File: config.mk
export PLATFORM = sky130hd
export DESIGN_NAME = sd_spi_transaction_engine
export DESIGN_NICKNAME = d
export VERILOG_FILES = /design/src/sds_pkg.sv /design/src/sd_spi_transaction_engine.sv /design/src/sds_front.sv /design/src/sds_back.sv
export VERILOG_INCLUDE_DIRS = /design/src /design/src/src
export SDC_FILE = /design/constraint.sdc
export NUM_CORES = 1
export LEC_CHECK = 0
export ABC_AREA = 1
export BUFFER_PORTS_ARGS = -buffer_cell sky130_fd_sc_hd__buf_2
export CORE_MARGIN = 2
export CORE_UTILIZATION = 45
export DETAILED_ROUTE_END_ITERATION = 10
export GPL_ROUTABILITY_DRIVEN = 0
export HOLD_SLACK_MARGIN = 0.02
export MAX_ROUTING_LAYER = met4
export PLACE_DENSITY = 0.6
export SKIP_LAST_GASP = 1
export SLEW_MARGIN = 10
export SYNTH_ARGS = -nofsm -noshare
export SYNTH_HDL_FRONTEND = slang
export SYNTH_SLANG_ARGS = --single-unit
export TNS_END_PERCENT = 5
File: constraint.sdc
create_clock -name clock -period 5.01 [get_ports clock]
set_input_delay 0.7515 -clock clock [delete_from_list [all_inputs] [get_ports clock]]
set_output_delay 0.7515 -clock clock [all_outputs]
set_load 0.005 [all_outputs]
File: src/sd_spi_transaction_engine_defines.svh
// Assertion macros for the SD SPI transaction engine modules.
// No dependencies; included by files that carry concurrent assertions.
`ifndef SD_SPI_TRANSACTION_ENGINE_DEFINES_SVH
`define SD_SPI_TRANSACTION_ENGINE_DEFINES_SVH
`ifndef NO_ASSERTIONS
`define SDS_ASSERT(label, clk, rst, prop, msg) \
   label: assert property (@(posedge clk) disable iff (rst) (prop)) else $error(msg);
`define SDS_ASSERT_NR(label, clk, prop, msg) \
   label: assert property (@(posedge clk) (prop)) else $error(msg);
`else
`define SDS_ASSERT(label, clk, rst, prop, msg)
`define SDS_ASSERT_NR(label, clk, prop, msg)
`endif
`endif

File: src/sds_pkg.sv
// Shared types and constants for the SD SPI transaction engine.
// No dependencies.
package sds_pkg;
   localparam int MAX_BLOCK_BYTES = 4096;
   localparam int INIT_DUMMY_BYTES = 10;
   localparam int FIFO_DEPTH = 2;

   typedef enum logic [4:0] {
      PH_IDLE, PH_INIT_DUMMY, PH_FRAME, PH_POLL_R1, PH_OPCOND_GAP, PH_OPCOND_FRAME,
      PH_POLL_OPCOND, PH_POLL_TOKEN, PH_DATA_IN, PH_CRC_IN, PH_WR_GAP, PH_WR_TOKEN,
      PH_WR_DATA, PH_WR_CRC, PH_DRESP, PH_BUSY, PH_STATUS_READ, PH_CLOSE
   } phase_type;

   localparam logic [1:0] CSR_BLOCK_BYTES = 2'd0;
   localparam logic [1:0] CSR_POLL_LIMIT = 2'd1;
   localparam logic [1:0] CSR_DRESP_TRIES = 2'd2;

   localparam logic [2:0] ST_OK = 3'd0;
   localparam logic [2:0] ST_TIMEOUT = 3'd1;
   localparam logic [2:0] ST_CRC = 3'd2;
   localparam logic [2:0] ST_WRITE = 3'd3;
   localparam logic [2:0] ST_OTHER = 3'd4;

   typedef struct packed {
      logic        command;
      logic [2:0]  operation;
      logic [31:0] block_address;
      logic [7:0]  received_byte;
      logic [7:0]  payload_byte;
   } req_type;

   typedef struct packed {
      logic [7:0] send_byte;
      logic       send_valid;
      logic       select_low;
      logic [7:0] data_byte;
      logic       data_valid;
      logic       done_res;
      logic [2:0] status;
   } rsp_type;

   // Front-end classification of a request.
   typedef struct packed {
      logic        start;
      logic        bad_op;
      logic [2:0]  operation;
      logic [31:0] block_address;
      logic [7:0]  received_byte;
      logic [7:0]  payload_byte;
      logic [4:0]  data_resp;
   } cls_type;

   function automatic logic [5:0] op_cmd(input logic [2:0] op);
      case (op)
         3'd1: op_cmd = 6'd17;
         3'd2: op_cmd = 6'd24;
         3'd3: op_cmd = 6'd9;
         3'd4: op_cmd = 6'd10;
         3'd5: op_cmd = 6'd13;
         default: op_cmd = 6'd0;
      endcase
   endfunction
endpackage

File: src/sd_spi_transaction_engine.sv
// SD card SPI-mode host sequencer: one request per completed byte exchange,
// one result per request, up to one request per clock cycle sustained.
// Each request passes a two-entry input queue and the combinational phase logic,
// then waits in a two-entry result queue; its result is registered into that
// queue when the sequencer takes the request. The sequencer pauses while the result
// queue is full, and req_full rises once the input queue has filled behind it.
// The user writes registers with csr_we only while idle; the block does not enforce it.
// Depends on sds_pkg, sds_front and sds_back.
module sd_spi_transaction_engine (
   input  logic              clock,
   input  logic              reset,
   input  logic              req_push,
   output logic              req_full,
   input  sds_pkg::req_type  req_data,
   output logic              rsp_empty,
   input  logic              rsp_pop,
   output sds_pkg::rsp_type  rsp_data,
   input  logic              csr_we,
   input  logic [1:0]        csr_index,
   input  logic [15:0]       csr_wdata
);
   logic [12:0] blk_ff;
   logic [15:0] poll_ff;
   logic [7:0]  tries_ff;
   logic [12:0] blk_len;
   logic [15:0] poll_limit;
   logic [7:0]  dresp_limit;
   logic cls_valid, cls_take;
   sds_pkg::cls_type cls_data;

   always_ff @(posedge clock) begin
      if (reset) begin
         blk_ff <= 13'd512;
         poll_ff <= 16'd4095;
         tries_ff <= 8'd65;
      end else if (csr_we) begin
         case (csr_index)
            sds_pkg::CSR_BLOCK_BYTES: blk_ff <= csr_wdata[12:0];
            sds_pkg::CSR_POLL_LIMIT: poll_ff <= csr_wdata;
            sds_pkg::CSR_DRESP_TRIES: tries_ff <= csr_wdata[7:0];
            default: ;
         endcase
      end
   end

   always_comb begin
      blk_len = (blk_ff == 13'd0) ? 13'd1
         : (blk_ff > 13'(sds_pkg::MAX_BLOCK_BYTES)) ? 13'(sds_pkg::MAX_BLOCK_BYTES) : blk_ff;
      poll_limit = (poll_ff == 16'd0) ? 16'd1 : poll_ff;
      dresp_limit = (tries_ff == 8'd0) ? 8'd1 : tries_ff;
   end

   sds_front u_front (
      .clock(clock), .reset(reset), .push(req_push), .full(req_full),
      .req_data(req_data), .cls_valid(cls_valid), .cls_take(cls_take),
      .cls_data(cls_data)
   );

   sds_back u_back (
      .clock(clock), .reset(reset), .cls_valid(cls_valid), .cls_take(cls_take),
      .cls_data(cls_data), .blk_len(blk_len), .poll_limit(poll_limit),
      .dresp_limit(dresp_limit), .empty(rsp_empty), .pop(rsp_pop),
      .rsp_data(rsp_data)
   );
endmodule

File: src/sds_front.sv
// Request front end: classifies each request and queues it for the sequencer.
// Depends on sds_pkg.
module sds_front (
   input  logic              clock,
   input  logic              reset,
   input  logic              push,
   output logic              full,
   input  sds_pkg::req_type  req_data,
   output logic              cls_valid,
   input  logic              cls_take,
   output sds_pkg::cls_type  cls_data
);
   sds_pkg::cls_type q_ff [sds_pkg::FIFO_DEPTH];
   logic wr_ptr_ff, wr_ptr_in, rd_ptr_ff, rd_ptr_in;
   logic [1:0] count_ff, count_in;
   sds_pkg::cls_type cls;
   logic do_push, do_pop;

   always_comb begin
      cls.start = ~req_data.command;
      cls.bad_op = req_data.operation > 3'd5;
      cls.operation = req_data.operation;
      cls.block_address = req_data.block_address;
      cls.received_byte = req_data.received_byte;
      cls.payload_byte = req_data.payload_byte;
      cls.data_resp = req_data.received_byte[4:0];
   end

   assign full = count_ff == 2'(sds_pkg::FIFO_DEPTH);
   assign cls_valid = count_ff != 2'd0;
   assign cls_data = q_ff[rd_ptr_ff];
   assign do_push = push & ~full;
   assign do_pop = cls_take & cls_valid;

   always_comb begin
      wr_ptr_in = wr_ptr_ff ^ do_push;
      rd_ptr_in = rd_ptr_ff ^ do_pop;
      count_in = count_ff + {1'b0, do_push} - {1'b0, do_pop};
   end

   always_ff @(posedge clock) begin
      if (reset) begin
         wr_ptr_ff <= 1'b0;
         rd_ptr_ff <= 1'b0;
         count_ff <= 2'd0;
      end else begin
         wr_ptr_ff <= wr_ptr_in;
         rd_ptr_ff <= rd_ptr_in;
         count_ff <= count_in;
      end
   end

   always_ff @(posedge clock) begin
      if (do_push) begin
         q_ff[wr_ptr_ff] <= cls;
      end
   end
endmodule

File: src/sds_back.sv
// Sequencer back end: runs the SD SPI phases, one queued request per cycle while the
// result queue has room, with a two-entry result queue. Depends on sds_pkg and the defines header.
`include "sd_spi_transaction_engine_defines.svh"
module sds_back (
   input  logic              clock,
   input  logic              reset,
   input  logic              cls_valid,
   output logic              cls_take,
   input  sds_pkg::cls_type  cls_data,
   input  logic [12:0]       blk_len,
   input  logic [15:0]       poll_limit,
   input  logic [7:0]        dresp_limit,
   output logic              empty,
   input  logic              pop,
   output sds_pkg::rsp_type  rsp_data
);
   sds_pkg::phase_type phase_ff, phase_in;
   logic [2:0]  op_ff, op_in;
   logic [31:0] addr_ff, addr_in;
   logic [12:0] bc_ff, bc_in;
   logic [15:0] pc_ff, pc_in;
   logic [2:0]  fs_ff, fs_in;
   sds_pkg::rsp_type r;
   sds_pkg::rsp_type oq_ff [2];
   logic owr_ff, ord_ff;
   logic [1:0] ocnt_ff;
   logic ofull, step;
   logic [15:0] pc_inc;
   logic [12:0] bc_inc;
   logic [7:0] rx;

   assign ofull = ocnt_ff == 2'd2;
   assign cls_take = ~ofull;
   assign step = cls_valid & ~ofull;
   assign empty = ocnt_ff == 2'd0;
   assign rsp_data = oq_ff[ord_ff];
   assign pc_inc = pc_ff + 16'd1;
   assign bc_inc = bc_ff + 13'd1;
   assign rx = cls_data.received_byte;

   function automatic logic [7:0] frame_byte(input logic [2:0] idx, input logic opc,
                                            input logic [2:0] op, input logic [31:0] a);
      logic [5:0] cmd;
      logic [31:0] arg;
      cmd = opc ? 6'd1 : sds_pkg::op_cmd(op);
      arg = (!opc && (op == 3'd1 || op == 3'd2)) ? a : 32'd0;
      case (idx)
         3'd0: frame_byte = {2'b01, cmd};
         3'd1: frame_byte = arg[31:24];
         3'd2: frame_byte = arg[23:16];
         3'd3: frame_byte = arg[15:8];
         3'd4: frame_byte = arg[7:0];
         default: frame_byte = (cmd == 6'd0) ? 8'h95 : 8'hFF;
      endcase
   endfunction

   // Next-state block.
   always_comb begin
      phase_in = phase_ff;
      op_in = op_ff;
      addr_in = addr_ff;
      bc_in = bc_ff;
      pc_in = pc_ff;
      fs_in = fs_ff;
      if (cls_data.start) begin
         op_in = cls_data.operation;
         addr_in = cls_data.block_address;
         bc_in = 13'd0;
         pc_in = 16'd0;
         fs_in = sds_pkg::ST_OK;
         if (cls_data.bad_op) phase_in = sds_pkg::PH_IDLE;
         else if (cls_data.operation == 3'd0) phase_in = sds_pkg::PH_INIT_DUMMY;
         else phase_in = sds_pkg::PH_FRAME;
      end else begin
         case (phase_ff)
            sds_pkg::PH_INIT_DUMMY: begin
               if (bc_inc < 13'(sds_pkg::INIT_DUMMY_BYTES)) bc_in = bc_inc;
               else begin
                  bc_in = 13'd0;
                  phase_in = sds_pkg::PH_FRAME;
               end
            end
            sds_pkg::PH_FRAME, sds_pkg::PH_OPCOND_FRAME: begin
               if (bc_ff < 13'd5) bc_in = bc_inc;
               else begin
                  pc_in = 16'd0;
                  bc_in = 13'd0;
                  if (phase_ff == sds_pkg::PH_OPCOND_FRAME) phase_in = sds_pkg::PH_POLL_OPCOND;
                  else if (op_ff == 3'd5) phase_in = sds_pkg::PH_STATUS_READ;
                  else phase_in = sds_pkg::PH_POLL_R1;
               end
            end
            sds_pkg::PH_POLL_R1: begin
               if (rx == ((op_ff == 3'd0) ? 8'h01 : 8'h00)) begin
                  pc_in = 16'd0;
                  if (op_ff == 3'd0) phase_in = sds_pkg::PH_OPCOND_GAP;
                  else if (op_ff == 3'd2) phase_in = sds_pkg::PH_WR_GAP;
                  else phase_in = sds_pkg::PH_POLL_TOKEN;
               end else begin
                  pc_in = pc_inc;
                  if (pc_inc >= poll_limit) begin
                     fs_in = sds_pkg::ST_TIMEOUT;
                     phase_in = sds_pkg::PH_CLOSE;
                  end
               end
            end
            sds_pkg::PH_OPCOND_GAP: begin
               bc_in = 13'd0;
               phase_in = sds_pkg::PH_OPCOND_FRAME;
            end
            sds_pkg::PH_POLL_OPCOND: begin
               if (rx == 8'h00) begin
                  fs_in = sds_pkg::ST_OK;
                  phase_in = sds_pkg::PH_CLOSE;
               end else if (pc_inc >= poll_limit) begin
                  pc_in = 16'd0;
                  phase_in = sds_pkg::PH_OPCOND_GAP;
               end else pc_in = pc_inc;
            end
            sds_pkg::PH_POLL_TOKEN: begin
               if (rx == 8'hFE) begin
                  phase_in = sds_pkg::PH_DATA_IN;
                  bc_in = 13'd0;
               end else begin
                  pc_in = pc_inc;
                  if (pc_inc >= poll_limit) begin
                     fs_in = sds_pkg::ST_TIMEOUT;
                     phase_in = sds_pkg::PH_CLOSE;
                  end
               end
            end
            sds_pkg::PH_DATA_IN: begin
               bc_in = bc_inc;
               if (bc_inc >= ((op_ff == 3'd1) ? blk_len : 13'd16)) begin
                  phase_in = sds_pkg::PH_CRC_IN;
                  bc_in = 13'd0;
               end
            end
            sds_pkg::PH_CRC_IN: begin
               bc_in = bc_inc;
               if (bc_inc >= 13'd2) begin
                  fs_in = sds_pkg::ST_OK;
                  phase_in = sds_pkg::PH_CLOSE;
               end
            end
            sds_pkg::PH_WR_GAP: phase_in = sds_pkg::PH_WR_TOKEN;
            sds_pkg::PH_WR_TOKEN: begin
               phase_in = sds_pkg::PH_WR_DATA;
               bc_in = 13'd0;
            end
            sds_pkg::PH_WR_DATA: begin
               bc_in = bc_inc;
               if (bc_inc >= blk_len) begin
                  phase_in = sds_pkg::PH_WR_CRC;
                  bc_in = 13'd0;
               end
            end
            sds_pkg::PH_WR_CRC: begin
               bc_in = bc_inc;
               if (bc_inc >= 13'd2) begin
                  phase_in = sds_pkg::PH_DRESP;
                  pc_in = 16'd0;
               end
            end
            sds_pkg::PH_DRESP: begin
               if (cls_data.data_resp == 5'h05) begin
                  fs_in = sds_pkg::ST_OK;
                  phase_in = sds_pkg::PH_BUSY;
               end else if (cls_data.data_resp == 5'h0B) begin
                  fs_in = sds_pkg::ST_CRC;
                  phase_in = sds_pkg::PH_CLOSE;
               end else if (cls_data.data_resp == 5'h0D) begin
                  fs_in = sds_pkg::ST_WRITE;
                  phase_in = sds_pkg::PH_CLOSE;
               end else begin
                  pc_in = pc_inc;
                  if (pc_inc >= {8'd0, dresp_limit}) begin
                     fs_in = sds_pkg::ST_OTHER;
                     phase_in = sds_pkg::PH_BUSY;
                  end
               end
            end
            sds_pkg::PH_BUSY: if (rx != 8'h00) phase_in = sds_pkg::PH_CLOSE;
            sds_pkg::PH_STATUS_READ: begin
               bc_in = bc_inc;
               if (bc_inc >= 13'd2) begin
                  fs_in = sds_pkg::ST_OK;
                  phase_in = sds_pkg::PH_CLOSE;
               end
            end
            default: phase_in = sds_pkg::PH_IDLE;
         endcase
      end
   end

   // Output block: the result of this request, computed from current state.
   always_comb begin
      r = '0;
      if (cls_data.start) begin
         if (cls_data.bad_op) begin
            r.done_res = 1'b1;
            r.status = sds_pkg::ST_OTHER;
         end else begin
            r.send_valid = 1'b1;
            r.select_low = cls_data.operation != 3'd0;
            r.send_byte = (cls_data.operation == 3'd0) ? 8'hFF
               : {2'b01, sds_pkg::op_cmd(cls_data.operation)};
         end
      end else begin
         case (phase_ff)
            sds_pkg::PH_IDLE: r = '0;
            sds_pkg::PH_CLOSE: begin
               r.done_res = 1'b1;
               r.status = fs_ff;
            end
            default: begin
               r.send_valid = 1'b1;
               r.send_byte = 8'hFF;
               r.select_low = phase_in != sds_pkg::PH_CLOSE
                  && phase_in != sds_pkg::PH_OPCOND_GAP;
               if (phase_ff == sds_pkg::PH_DATA_IN || phase_ff == sds_pkg::PH_STATUS_READ) begin
                  r.data_valid = 1'b1;
                  r.data_byte = rx;
               end
               if (phase_in == sds_pkg::PH_FRAME || phase_in == sds_pkg::PH_OPCOND_FRAME) begin
                  r.send_byte = frame_byte(bc_in[2:0], phase_in == sds_pkg::PH_OPCOND_FRAME,
                                           op_ff, addr_ff);
               end else if (phase_ff == sds_pkg::PH_WR_GAP) begin
                  r.send_byte = 8'hFE;
               end else if (phase_in == sds_pkg::PH_WR_DATA) begin
                  r.send_byte = cls_data.payload_byte;
               end
               if (phase_ff == sds_pkg::PH_INIT_DUMMY && phase_in == sds_pkg::PH_INIT_DUMMY) begin
                  r.select_low = 1'b0;
               end
            end
         endcase
      end
   end

   always_ff @(posedge clock) begin
      if (reset) begin
         phase_ff <= sds_pkg::PH_IDLE;
         op_ff <= 3'd0;
         addr_ff <= 32'd0;
         bc_ff <= 13'd0;
         pc_ff <= 16'd0;
         fs_ff <= 3'd0;
         owr_ff <= 1'b0;
         ord_ff <= 1'b0;
         ocnt_ff <= 2'd0;
      end else begin
         if (step) begin
            phase_ff <= phase_in;
            op_ff <= op_in;
            addr_ff <= addr_in;
            bc_ff <= bc_in;
            pc_ff <= pc_in;
            fs_ff <= fs_in;
         end
         owr_ff <= owr_ff ^ step;
         ord_ff <= ord_ff ^ (pop & ~empty);
         ocnt_ff <= ocnt_ff + {1'b0, step} - {1'b0, pop & ~empty};
      end
   end

   always_ff @(posedge clock) begin
      if (step) oq_ff[owr_ff] <= r;
   end

   `SDS_ASSERT(a_no_take_full, clock, reset, ofull |-> !cls_take, "took request with full output")
   `SDS_ASSERT(a_cnt_range, clock, reset, ocnt_ff != 2'd3, "result count overflow")
   `SDS_ASSERT(a_close_idle, clock, reset,
      (step && !cls_data.start && phase_ff == sds_pkg::PH_CLOSE) |=> phase_ff == sds_pkg::PH_IDLE,
      "close did not return to idle")
endmodule
==> results.ini <==
[routing]
ant_nets=0
dr_total_vias=11600
drc=0
post_drt_wl_per_cell_um=16.0
first_iter_violations=839
drt_wl_total_mm=35.5
first_pass_iters=5
drt-vias-per-instance=5.25

[clock_network]
cts_resized=0
worstSkewPairLatency_ps=580
clockBufferDepth=3
postCtsSetupBuffers=0
cts-hold-fix-buffers=0
cts-root-buf=clkbuf_16
cts_sinks=269
tritoncts=yes
cts_buffers=31
path_clk_slew_ps=60
cts_max_level=1

[global_route]
gr-total-overflow=0
grt_start_max_net_pins=72
grt-busiest-layer=met2
grt_pass1_wl_mm=55.9
use_met2_pct=37.5
grt_pass1_vias=10800
grtUsageTotal_pct=22.7
antenna_found_initial=0
grt.met1_usage_pct=29.5
grtUsageMet3_pct=2.65

[floorplanning]
rows=64
io_pins=100
dieArea_um2=32100
coreArea_um2=30400
die_y_um=179
initial_core_util_pct=45.4
die_w_um=179

[synth]
syn_inst=1703
ys_types=50
synth_edf_count=152
yosysSeqAreaShare_pct=49.9
netlist.area_leader.share_pct=33.0
synth_nets=1838
yosys_warnings=0
syn_area_per_cell_um2=8.12
synth_top_area_cell=edfxtp_1
netlist_area_um2=13800
async_reset_ff_share_pct=0
synth_area_leaders=edfxtp_1 33%, dfxtp_1 17%, nand2_1 14%, ha_1 5.4%, inv_1 4.6%
synth_flop_cell=edfxtp_1
ys_seq_elements=269

[timing]
min_period_over_period_pct=88.8
period_minus_slack_ps=4450
hold_viol_final=0
tns_ps=0
skew_ps=10.7
worst_pin_slew_ps=1150
finalMaxSlewViolations=0
rsz0062_at_grt=no
whs_ps=363
max_freq_ghz=0.225
relSlewSlack_pct=23.2
setup_viol=0

[critical_path]
cp_max_fo=8
critPathTopFamily=simple AND/OR/NAND/NOR gates
path_class=reg2reg
crit_path_frequent_cell=nand2_1
critPathBufInv=2
worstPathRequired_ps=5400
crit_arrival_ps=4840
cp_slowest_cell=dfxtp_1
worst_path_largest_cell_delay_ps=560
endpoint_kind=flip-flop
start_kind=flip-flop

[final_layout]
layout_commonest_cell=nand2_1
syn2layout_area_growth_pct=13.3
final_area_um2=15700
finalNonFillerCells=2218
final_util_pct=51.5
nets=1932
diodes=0
most-common-layout-cells=506 x nand2_1, 168 x inv_1, 161 x nor2_1
drive_above_1_share_pct=11.7

[placement]
dpl.cell_count=2160
dp_hpwl_mm=25.4
port_buffers=99
place_area_um2=14700

[run]
max_cap_viol_count=0

[worst_hold_path]
hold_class=in2reg

[power]
p_leak_uw=0.00700
peakVddDrop_mv=0.299
p_per_area_nw_per_um2=591

[outcome]
status=complete, no violations

worst paths after layout:
path | slack (ps) | to | start | cells past startpoint
setup / recovery | 560 | u_back.oq_ff[1][21] | u_back.bc_ff[0] | 27
hold / removal | 360 | u_front.q_ff[1][32] | req_data[27] | 1
setup reg to reg | 560 | u_back.oq_ff[1][21] | u_back.bc_ff[0] | 27
hold reg to reg | 460 | u_back.fs_ff[0] | u_back.fs_ff[0] | 2
worst register-to-register path, delay by kind of cell, from the launching register on:
kind            cells  cell delay, ps
fa+ha+maj           2             630
compound gates      1             200
buf+inv             2             140
simple gates       22            2740
flops               1             560
area by class of cell:
type                       instances  area [um2]
fill                            2965       14800
sequential                       269        6910
multi-input combinational       1196        6020
clock buffer                      48         860
inverter                         187         702
timing repair buffer             112         593
tap                              396         495
clock inverter                    10        87.6
per-layer routing:
layer  wire length [um]  part of all wire, %
met1              15900                   45
met2              16800                   47
met3               1800                  5.1
met4               1010                  2.9
met5                  0                    0
state kept, by name, summed over array words and instances (netlist names), 2 cells and up:
register          flops
u_back.oq_ff         46
u_back.bc_ff         13
poll_ff              16
u_front.count_ff      2
u_back.ocnt_ff        2
u_back.addr_ff       32
blk_ff               13
u_back.pc_ff         16
tries_ff              8
u_back.phase_ff       5
u_front.q_ff        106
u_back.fs_ff          3
u_back.op_ff          3
report_power, final:
part           switching [uW]  leakage, uW  internal (uW)  total (uW)
registers                 312      0.00239           2990        3300
logic                    2660      0.00415           1180        3850
clock network             881     0.000465           1230        2110
synth_stat cells, types with 2 or more instances:
library cell and number:
clkbuf_1 43, a21oi_1 92, a211oi_1 8, inv_2 15
nand2_1 506, nand3_2 3, or2_2 2, o21ai_2 3
nor2_4 5, o21ai_0 99, nor4_1 5, ha_1 60
nand2_2 12, or2_1 3, nor3_2 2, dfxtp_1 117
buf_4 2, o21ai_1 11, xor2_1 8, nor2_1 162
buf_2 5, inv_1 168, xnor2_1 3, nand3_1 83
nor3_1 10, o21bai_1 3, nor2_8 3, nor2_2 7
edfxtp_1 152, o211ai_1 15, a31oi_1 35, clkinv_1 4
nand4_1 39, nand3b_1 2
stage by stage:
step / power (uW) / setup WS [ps]
2_1_floorplan: 5990 / 1610
3_3_place_gp: 7140 / 688
3_5_place_dp: 7180 / 633
4_1_cts: 9310 / 605
5_1_grt: 9960 / 73.5
6_report: 9260 / 561
cells by family (layout without fill, tap and decap cells):
group / Yosys count / after routing / share of synthesized area [%]
adders and majority gates: 60 / 60 / 5.43
DFF: 269 / 269 / 49.9
AOI/OAI and AO/OA: 277 / 277 / 11.1
and+or+nand+nor: 847 / 847 / 26.1
xor gates and xnor gates: 11 / 11 / 0.697
muxes: 1 / 1 / 0.0724
buffers and inverters: 238 / 357 / 6.61
Power figures use the tool's default switching activity.
